==> config.mk <==
export PLATFORM = sky130hd
export DESIGN_NAME = smm_ctrl
export DESIGN_NICKNAME = d
export VERILOG_FILES = /design/src/design/smm_pkg.sv /design/src/design/smm_ctrl.sv
export SDC_FILE = /design/constraint.sdc
export NUM_CORES = 1
export LEC_CHECK = 0
export BUFFER_PORTS_ARGS = -buffer_cell sky130_fd_sc_hd__buf_2
export CAP_MARGIN = 20
export CORE_MARGIN = 2
export CORE_UTILIZATION = 45
export DETAILED_ROUTE_END_ITERATION = 7
export MAX_ROUTING_LAYER = met4
export PLACE_DENSITY_LB_ADDON = 0.12
export SETUP_SLACK_MARGIN = 0.2
export SLEW_MARGIN = 20
export SYNTH_ARGS = -nofsm -noshare
export SYNTH_HDL_FRONTEND = slang
export SYNTH_SLANG_ARGS = --single-unit
==> constraint.sdc <==
create_clock -name aclk -period 3.2 [get_ports aclk]
set_clock_uncertainty 0.15 [all_clocks]
set_input_delay 0.32 -clock aclk [delete_from_list [all_inputs] [get_ports aclk]]
set_output_delay 0.32 -clock aclk [all_outputs]
set_load 0.01 [all_outputs]
==> src/design/smm_pkg.sv <==
package smm_pkg;

    localparam int ARRAY_SIZE = 4;
    localparam int CELLS      = ARRAY_SIZE * ARRAY_SIZE;
    localparam int STEPS      = 3 * ARRAY_SIZE - 2;
    localparam int IDX_W      = $clog2(ARRAY_SIZE);
    localparam int FEED_LEN   = 2 * ARRAY_SIZE - 1;
    localparam int RUN_CNT_W  = $clog2(STEPS + 1);
    localparam int DATA_W     = 16;
    localparam int SUM_W      = 32;

    typedef enum logic [1:0] {
        OP_LOAD_A = 2'd0,
        OP_LOAD_B = 2'd1,
        OP_START  = 2'd2
    } opcode_t;

    typedef enum logic [1:0] {
        ST_IDLE,
        ST_RUN,
        ST_DRAIN
    } state_t;

    typedef struct packed {
        logic             wr_a;
        logic             wr_b;
        logic             start;
        logic             step;
        logic             acc;
        logic             emit;
        logic             emit_last;
        logic [IDX_W-1:0] emit_row;
        logic [IDX_W-1:0] emit_col;
    } dp_cmd_t;

    typedef struct packed {
        logic out_free;
    } dp_status_t;

endpackage

==> src/design/smm_ctrl.sv <==
module smm_ctrl
    import smm_pkg::*;
(
    input  logic       aclk,
    input  logic       aresetn,
    input  logic       s_valid,
    input  logic [1:0] s_opcode,
    output logic       s_ready,
    input  dp_status_t status,
    output dp_cmd_t    cmd
);

    localparam logic [IDX_W-1:0]     LAST_IDX  = IDX_W'(ARRAY_SIZE - 1);
    localparam logic [RUN_CNT_W-1:0] LAST_STEP = RUN_CNT_W'(STEPS);

    state_t               state_reg, state_next;
    logic [RUN_CNT_W-1:0] run_cnt_reg, run_cnt_next;
    logic [IDX_W-1:0]     drow_reg, drow_next;
    logic [IDX_W-1:0]     dcol_reg, dcol_next;
    logic                 accept;
    logic                 drain_end;

    assign accept    = s_valid && (state_reg == ST_IDLE);
    assign drain_end = (drow_reg == LAST_IDX) && (dcol_reg == LAST_IDX);

    always_ff @(posedge aclk) begin
        if (!aresetn) begin
            state_reg   <= ST_IDLE;
            run_cnt_reg <= '0;
            drow_reg    <= '0;
            dcol_reg    <= '0;
        end else begin
            state_reg   <= state_next;
            run_cnt_reg <= run_cnt_next;
            drow_reg    <= drow_next;
            dcol_reg    <= dcol_next;
        end
    end

    always_comb begin
        state_next = state_reg;
        case (state_reg)
            ST_IDLE: begin
                if (accept && (s_opcode == OP_START)) begin
                    state_next = ST_RUN;
                end
            end
            ST_RUN: begin
                if (run_cnt_reg == LAST_STEP) begin
                    state_next = ST_DRAIN;
                end
            end
            ST_DRAIN: begin
                if (status.out_free && drain_end) begin
                    state_next = ST_IDLE;
                end
            end
            default: state_next = ST_IDLE;
        endcase
    end

    // The run counter covers every mesh step and a last pass that adds
    // the last registered products.
    always_comb begin
        run_cnt_next = run_cnt_reg;
        drow_next    = drow_reg;
        dcol_next    = dcol_reg;
        case (state_reg)
            ST_IDLE: begin
                run_cnt_next = '0;
            end
            ST_RUN: begin
                run_cnt_next = run_cnt_reg + 1'b1;
                drow_next    = '0;
                dcol_next    = '0;
            end
            ST_DRAIN: begin
                if (status.out_free) begin
                    if (dcol_reg == LAST_IDX) begin
                        dcol_next = '0;
                        drow_next = drow_reg + 1'b1;
                    end else begin
                        dcol_next = dcol_reg + 1'b1;
                    end
                end
            end
            default: run_cnt_next = '0;
        endcase
    end

    always_comb begin
        s_ready       = (state_reg == ST_IDLE);
        cmd           = '0;
        cmd.emit_row  = drow_reg;
        cmd.emit_col  = dcol_reg;
        cmd.emit_last = drain_end;
        case (state_reg)
            ST_IDLE: begin
                if (accept) begin
                    case (opcode_t'(s_opcode))
                        OP_LOAD_A: cmd.wr_a  = 1'b1;
                        OP_LOAD_B: cmd.wr_b  = 1'b1;
                        OP_START:  cmd.start = 1'b1;
                        default:   cmd.wr_a  = 1'b0;
                    endcase
                end
            end
            ST_RUN: begin
                cmd.step = (run_cnt_reg < LAST_STEP);
                cmd.acc  = 1'b1;
            end
            ST_DRAIN: begin
                cmd.emit = status.out_free;
            end
            default: cmd.wr_a = 1'b0;
        endcase
    end

endmodule

==> impl_metrics.tcl, run 1 <==
set metrics [dict create \
    status "completed" \
    synth_cells 72 \
    path_buf_inv 1 \
    synth-edff-count 0 \
    synth_ff_type "dfxtp_1" \
    clock_latency_ns 0.27 \
    cts.repair.resized 0 \
    routed_via_density 5.38 \
    slowest_delay_ns 0.45 \
    initial_core_util_pct 48.0 \
    worst_slew_pin_slew_ns 0.473 \
    hold_viol_final 0 \
    holdBufCountCts 0 \
    drive_gt1_share_pct 31.1 \
    syn-cell-area_um2 617 \
    total_power_mw 0.268 \
    p_per_area_nw_per_um2 367 \
    cpLargestDelayFamily "simple AND/OR/NAND/NOR gates" \
    place_congestion 0.644 \
    critPathLaunchType "flop" \
    cp_slowest_cell "dfxtp_1" \
    ios 18 \
    post_synth.cell_area_avg_um2 8.57 \
    drv_cap 0 \
    grt_overflow 0 \
    num_rows 13 \
    clkSinkCount 10 \
    worst_ep_arrival_time_ns 1.37 \
    final_area_um2 731 \
    finalCritPeriodShare_pct 57.4 \
    setup_viol 0 \
    dpl_cell_area_um2 694 \
    synth_top_area_share_pct 32.5 \
    fmax_mhz 545 \
    tns_ns 0 \
    drtIter0Drc 2 \
    final_max_slew_viol_count 0 \
    path_cells "nor2_2, nand2_1, nor3b_1, buf_2" \
    hold_path.class "primary input to flop" \
    antenna_cells 0 \
    final.fill_count 128 \
    synth_warnings 0 \
    fin_hold_ws_ns 0.215 \
    async_reset_ff_share_pct 0 \
    antenna_found_initial 0 \
    synth.distinct_cells 32 \
    die-area_um2 1680 \
    layout.cells.non_filler 105 \
    yosys.area.top_type "dfxtp_1" \
    period_minus_slack_ns 1.84 \
    vias 565 \
    path_max_fanout 13 \
    tritoncts "built" \
    relSlewSlack_pct 68.4 \
    max-vdd-ir-drop_mv 0.258 \
    postCtsSetupBuffers 0 \
    power.leakage_nw 0.337 \
    core_area_um2 1280 \
    place_inst 101 \
    num-nets-final 101 \
    io_buffers 17 \
    die_y_um 41.0 \
    largest_reg_flops 4 \
    synthTopCellsByCount "dfxtp_1, nand2_1, a21oi_1, nand3_1, ha_1" \
    rsz0062_at_grt "no" \
    worstSetupPathType "flop to primary output" \
    ys_ff_latch 10 \
    cts_root_buf "clkbuf_4" \
    synth_nets 82 \
    grt_max_degree 14 \
    synth_seq_area_share_pct 32.5 \
    cts_buffer_depth 2 \
    routed_wirelength_mm 1.24 \
    syn_to_final_growth_pct 18.5 \
    grt_pass1_wl_mm 1.84 \
    die_x_um 41.0 \
    end_kind "primary output" \
    hpwl_um 955 \
    wl_per_cell_um 11.8 \
    drcViolationCount 0 \
    path_clk_slew_ns 0.07 \
    htreeDepth 1 \
    ant_nets 0 \
    synth.top_cells.by_area "dfxtp_1, ha_1, a21oi_1" \
    grt_usage_pct 18.2 \
    grt_pass1_vias 456 \
    yosysMostFrequentCell "dfxtp_1" \
    cp.required_ns 2.73 \
    firstDrtPassIters 2 \
    cts_buffers 3 \
]
-- cell families after synthesis --
family	share of synthesized area (%)
simple gates	36.7
compound gates	16.6
fa+ha+maj	8.11
flops	32.5
buf+inv	6.08
-- stage by stage --
stage                     utilization, %  worst slack [ns]
after floorplan                        -              1.78
after global placement              54.0              1.71
after detailed placement            54.0              1.67
after CTS                           56.9              1.36
after global routing                56.9              1.24
final                               56.9              1.36
-- worst paths after layout --
| path | startpoint | slack [ns] | end | cells past startpoint |
|---|---|---|---|---|
| hold / removal | aresetn | 0.22 | state_reg[0]$_SDFFE_PN0P_ | 2 |
| setup reg to reg | state_reg[0]$_SDFFE_PN0P_ | 1.80 | state_reg[0]$_SDFFE_PN0P_ | 3 |
| setup / recovery | state_reg[0]$_SDFFE_PN0P_ | 1.36 | cmd[9] | 4 |
| hold reg to reg | run_cnt_reg[0]$_SDFFE_PN0N_ | 0.34 | run_cnt_reg[0]$_SDFFE_PN0N_ | 2 |
-- layer usage --
layer / up-vias / global-route usage, % / routed length [um]
li1: 299 / - / -
met1: 251 / 18.2 / 531
met2: 13 / 30.5 / 617
met3: 2 / 9.78 / 77
met4: 0 / 5.00 / 12
met5: - / - / 0
-- layout make-up --
cell class / instances / area, um^2 / area share, %
Clock buffer: 4 / 36.3 / 4.97
Timing Repair Buffer: 17 / 85.1 / 11.6
Tap cell: 15 / 18.8 / 2.57
Sequential cell: 10 / 200 / 27.4
Inverter: 3 / 11.3 / 1.54
Multi-Input combinational cell: 56 / 379 / 51.9
-- cell usage in the layout, fill, tap and decap left out, drive strengths merged --
master / n
buf: 17
dfxtp: 10
nand2: 9
a21oi: 8
nand3: 7
ha: 4
o21ai: 4
clkbuf: 4
inv: 3
nor2: 3
and2: 2
nor3b: 2
a31oi: 2
nand2b: 2
and4b: 2
nor3: 1
nor2b: 1
o21a: 1
and4bb: 1
nor4b: 1
and3b: 1
and3: 1
nand4b: 1
o311ai: 1
o211a: 1
nand3b: 1
-- where the power goes --
part	total, mW	leakage (nW)	internal, mW	switching, mW
logic	0.0243	0.235	0.0106	0.0137
registers	0.129	0.0807	0.125	0.00301
clock network	0.115	0.0210	0.0691	0.0462
total	0.268	0.337	0.205	0.0628
Note: power is estimated with default switching activity, not from simulation.
==> inputs of run 2 (changes only) <==
Clock period 3.2 ns to 1.78 ns, I/O delays scaled along.
==> run 2 against run 1 <==
Effect of this change:
- sequential share of layout area is 0.91 points lower
- clock-buffer cell count stayed put
- final area is 6.7% higher
- wire length is 2.5% higher
- first-iteration DRC count grew to 3.5 times the previous value
- sequential power is 76% higher
- final cell count is 2.9% higher
- via count is 4.2% higher
- critical path depth stayed put
==> impl_metrics.tcl, run 2 (synthesis gave the netlist of run 1 again) <==
set metrics [dict create \
    status "completed" \
    grt_pass1_vias 460 \
    num-nets-final 104 \
    initial_core_util_pct 48.0 \
    slowest_delay_ns 0.36 \
    cts_buffer_depth 2 \
    die_x_um 41.0 \
    tns_ns 0 \
    critPathLaunchType "flop" \
    worstSetupPathType "flop to primary output" \
    cp.required_ns 1.45 \
    relSlewSlack_pct 85.4 \
    syn_to_final_growth_pct 26.4 \
    cts_buffers 3 \
    grt_overflow 0 \
    grt_max_degree 14 \
    cts_root_buf "clkbuf_4" \
    largest_reg_flops 4 \
    firstDrtPassIters 4 \
    crit_start "state_reg[0]$_SDFFE_PN0P_" \
    hpwl_um 912 \
    antenna_found_initial 0 \
    setup_viol 0 \
    final_cell_mix "buf_2, nand2_1, a21oi_1, nand3_1, dfxtp_1" \
    reg2reg_slack_ns 0.49 \
    wl_per_cell_um 11.8 \
    reg2reg_to "dcol_reg[0]$_SDFFE_PN0P_" \
    worst_slew_pin_slew_ns 0.215 \
    worst_ep_arrival_time_ns 1.16 \
    die-area_um2 1680 \
    routed_via_density 5.45 \
    grt_usage_pct 17.2 \
    p_per_area_nw_per_um2 624 \
    die_y_um 41.0 \
    max-vdd-ir-drop_mv 0.400 \
    whs_endpoint "state_reg[0]$_SDFFE_PN0P_" \
    path_max_fanout 3 \
    place_inst 101 \
    final_core_util_pct 60.7 \
    core_area_um2 1280 \
    ios 18 \
    rsz0062_at_grt "yes" \
    power.leakage_nw 0.356 \
    path_cells "nor2_2, nand2_1, nor3b_2, buf_2" \
    hold_path.class "primary input to flop" \
    cp_slowest_cell "dfxtp_4" \
    clkSinkCount 10 \
    finalCritPeriodShare_pct 83.7 \
    grt_pass1_wl_mm 1.79 \
    io_buffers 17 \
    htreeDepth 1 \
    place_congestion 0.670 \
    reg2regPathDepth 5 \
    layout.cells.non_filler 108 \
    period_minus_slack_ns 1.49 \
    tritoncts "built" \
    final_max_slew_viol_count 0 \
    drcViolationCount 0 \
    clock_latency_ns 0.26 \
    fmax_mhz 672 \
    final_common_cell "buf_2" \
    drtIter0Drc 7 \
    hold_viol_final 0 \
    num_rows 13 \
    holdCritStartpoint "aresetn" \
    end_kind "primary output" \
    drv_cap 0 \
    routed_wirelength_mm 1.27 \
    vias 589 \
    path_clk_slew_ns 0.07 \
    drive_gt1_share_pct 38.7 \
    ant_nets 0 \
    worstHoldPathCells 2 \
    final.fill_count 117 \
    r2r_start "state_reg[0]$_SDFFE_PN0P_" \
    antenna_cells 0 \
]
run 2: cell types whose count changed in the layout (fill, tap and decap cells not counted), sizes merged:
cell / delta
buf: +3
run 2: metal layers:
metal / vias up / GRT usage (%) / part of all wire (%)
li1: 301 / - / -
met1: 277 / 19.4 / 43
met2: 9 / 27.0 / 52
met3: 2 / 3.26 / 3.5
met4: 0 / 12.5 / 1.2
met5: - / - / 0
run 2: area by class of cell:
class,count,area (um^2),share of cell area (%)
multi-input cells,56,387,49.6
flip-flops and latches,10,206,26.5
repair buffers,20,120,15.4
clock buffers,4,36.3,4.65
well taps,15,18.8,2.41
inverters,3,11.3,1.44
run 2: how the worst max path moves through the flow:
stage | end | slack (ns) | cells after the start
after CTS | cmd[9] | 0.19 | 4
after detailed placement | state_reg[0]$_SDFFE_PN0P_ | 0.39 | 3
final | cmd[9] | 0.29 | 4
after global routing | cmd[10] | 0.19 | 4
after floorplan | cmd[9] | 0.50 | 3
after global placement | state_reg[0]$_SDFFE_PN0P_ | 0.42 | 3
run 2: stage by stage:
stage               setup slack, ns  hold WS, ns  total power [mW]  instance area [um^2]
finish                        0.291       0.0696             0.487                   779
global route                  0.193       0.0772             0.511                   779
CTS                           0.191       0.0583             0.491                   733
detailed placement            0.388        0.335             0.280                   694
global placement              0.421        0.336             0.279                   694
floorplan                     0.505        0.188             0.265                   617
run 2: worst max-delay path, delay by kind of cell, from the launching register on:
family / cells / cell delay [ns]
buf+inv: 1 / 0.15
flops: 1 / 0.36
simple gates: 3 / 0.39
run 2: repair_timing:
action	CTS	global route
gates resized for setup	2	4
hold endpoints to repair	0	0
pin swaps	0	1
endpoints found under the setup margin	6	4
hold buffers	0	0
buffers inserted	0	3
run 2: report_power, final:
| part | total, mW | switching, mW | internal (mW) |
|---|---|---|---|
| Combinational | 0.0552 | 0.0299 | 0.0254 |
| Sequential | 0.227 | 0.00224 | 0.225 |
| Clock | 0.204 | 0.0801 | 0.124 |
==> inputs of run 3 (changes only) <==
Clock period 1.78 ns to 1.5 ns, I/O delays scaled along.
==> run 3 against run 2 <==
Effect of this change:
- flip-flop and latch count unchanged
- largest power group unchanged
- clock-buffer cell count did not move
- largest cell class unchanged
- clock power is 24% higher
- critical path depth did not move
- worst setup slack got worse by 0.26 ns
- sequential power up 17%
- register-to-register slack worse by 0.29 ns
- final area is 25% higher
- combinational power is 51% higher
==> impl_metrics.tcl, run 3 (synthesis gave the netlist of run 1 again) <==
set metrics [dict create \
    final_cell_mix "buf_2, buf_4, buf_6" \
    power_frac_clock_pct 42.0 \
    grt_pass1_wl_mm 2.39 \
    firstDrtPassIters 4 \
    final_common_cell "buf_2" \
    routed_wirelength_mm 1.83 \
    total_power_mw 0.602 \
    io_buffers 17 \
    num-nets-final 115 \
    place_inst 102 \
    reg2reg_slack_ns 0.20 \
    syn_to_final_growth_pct 58.2 \
    vias 654 \
    busiest_layer "met2" \
    worst_ep_arrival_time_ns 1.17 \
    grt_usage_pct 23.4 \
    worst_slew_pin_slew_ns 0.229 \
    fin_hold_ws_ns 0.0498 \
    path_cells "nor2_4, nand2_2, nor3_2, buf_2" \
    relSlewSlack_pct 84.5 \
    period_minus_slack_ns 1.47 \
    drive_gt1_share_pct 58.7 \
    grt_pass1_vias 590 \
    largest_reg_flops 4 \
    path_max_fanout 4 \
    grt_max_degree 10 \
    clock_latency_ns 0.27 \
    clkSinkCount 10 \
    die_y_um 41.0 \
    path_buf_inv 1 \
    cts_buffer_depth 2 \
    cts_buffers 3 \
    p_per_area_nw_per_um2 616 \
    final.fill_count 98 \
    drv_cap 0 \
    grt_overflow 0 \
    tritoncts "built" \
    r2r_start "state_reg[0]$_SDFFE_PN0P_" \
    drcViolationCount 0 \
    die-area_um2 1680 \
    routed_via_density 5.50 \
    hold_viol_final 0 \
    p_int_mw 0.449 \
    power.leakage_nw 0.436 \
    cts_root_buf "clkbuf_4" \
    ios 18 \
    hpwl_um 940 \
    num_rows 13 \
    gr-usage-met1_pct 22.2 \
    path_clk_slew_ns 0.07 \
    hold_path.class "primary input to flop" \
    cp_slowest_cell "dfxtp_4" \
    holdBufCountCts 0 \
    critPathLaunchType "flop" \
    status "completed" \
    combPwrFrac_pct 13.9 \
    cpLargestDelayFamily "flip-flops" \
    max-vdd-ir-drop_mv 0.706 \
    seq_power_share_pct 44.1 \
    finalCritPeriodShare_pct 98.0 \
    cp.required_ns 1.20 \
    worstSetupPathType "flop to primary output" \
    initial_core_util_pct 48.0 \
    fmax_mhz 680 \
    setup_viol 0 \
    grtUsageMet3_pct 9.78 \
    die_x_um 41.0 \
    slowest_delay_ns 0.36 \
    antenna_cells 0 \
    layout.cells.non_filler 119 \
    switching_share_pct 25.3 \
    power_switching_mw 0.152 \
    place_congestion 0.711 \
    crit_start "state_reg[1]$_SDFFE_PN0P_" \
    holdCritStartpoint "aresetn" \
    grt_use_met2_pct 43.4 \
    htreeDepth 1 \
    tns_ns 0 \
    wl_per_cell_um 15.3 \
    drtIter0Drc 17 \
    ant_nets 0 \
    rsz0062_at_grt "yes" \
    antenna_found_initial 0 \
    end_kind "primary output" \
    final_max_slew_viol_count 0 \
    core_area_um2 1280 \
]
run 3: cell types whose count changed in the layout (fill, tap and decap cells not counted), sizes merged:
cell / previous run / this run
buf: 20 / 31
run 3: final timing paths:
kind,to,cells past startpoint
hold / removal,state_reg[0]$_SDFFE_PN0P_,2
hold reg to reg,run_cnt_reg[0]$_SDFFE_PN0N_,2
setup / recovery,cmd[10],4
setup reg to reg,drow_reg[1]$_SDFFE_PN0P_,5
run 3: what timing repair did:
| action | in CTS | in global routing |
|---|---|---|
| gates resized for setup | 21 | 16 |
| endpoints found under the setup margin | 8 | 13 |
| endpoints found under the hold margin | 0 | 0 |
| pin swaps | 5 | 5 |
| setup buffers | 11 | 2 |
run 3: area by class of cell:
class / instances / area [um^2] / area share, %
timing repair buffer: 31 / 228 / 23.3
clock buffer: 4 / 36.3 / 3.72
multi-input combinational: 56 / 463 / 47.4
inverter: 3 / 13.8 / 1.41
sequential: 10 / 216 / 22.2
tap: 15 / 18.8 / 1.92
run 3: metrics by stage:
step / util, % / worst slack, ns / area [um^2]
2_1_floorplan: - / 0.236 / 617
3_3_place_gp: 54.6 / 0.189 / 702
3_5_place_dp: 54.6 / 0.201 / 702
4_1_cts: 68.8 / 0.0822 / 885
5_1_grt: 75.9 / -0.0274 / 976
6_report: 75.9 / 0.0294 / 976
run 3: power groups by stage:
| stage | Clock (mW) | Sequential [mW] | Combinational [mW] |
|---|---|---|---|
| after floorplan | 0 | 0.276 | 0.0384 |
| after global placement | 0 | 0.276 | 0.0583 |
| after detailed placement | 0 | 0.276 | 0.0589 |
| after CTS | 0.258 | 0.265 | 0.0700 |
| after global routing | 0.270 | 0.266 | 0.0908 |
| final | 0.253 | 0.265 | 0.0835 |
run 3: layer usage:
layer	part of all wire, %	vias up
li1	-	323
met1	37	315
met2	58	14
met3	3.6	2
met4	1.5	0
met5	0	-
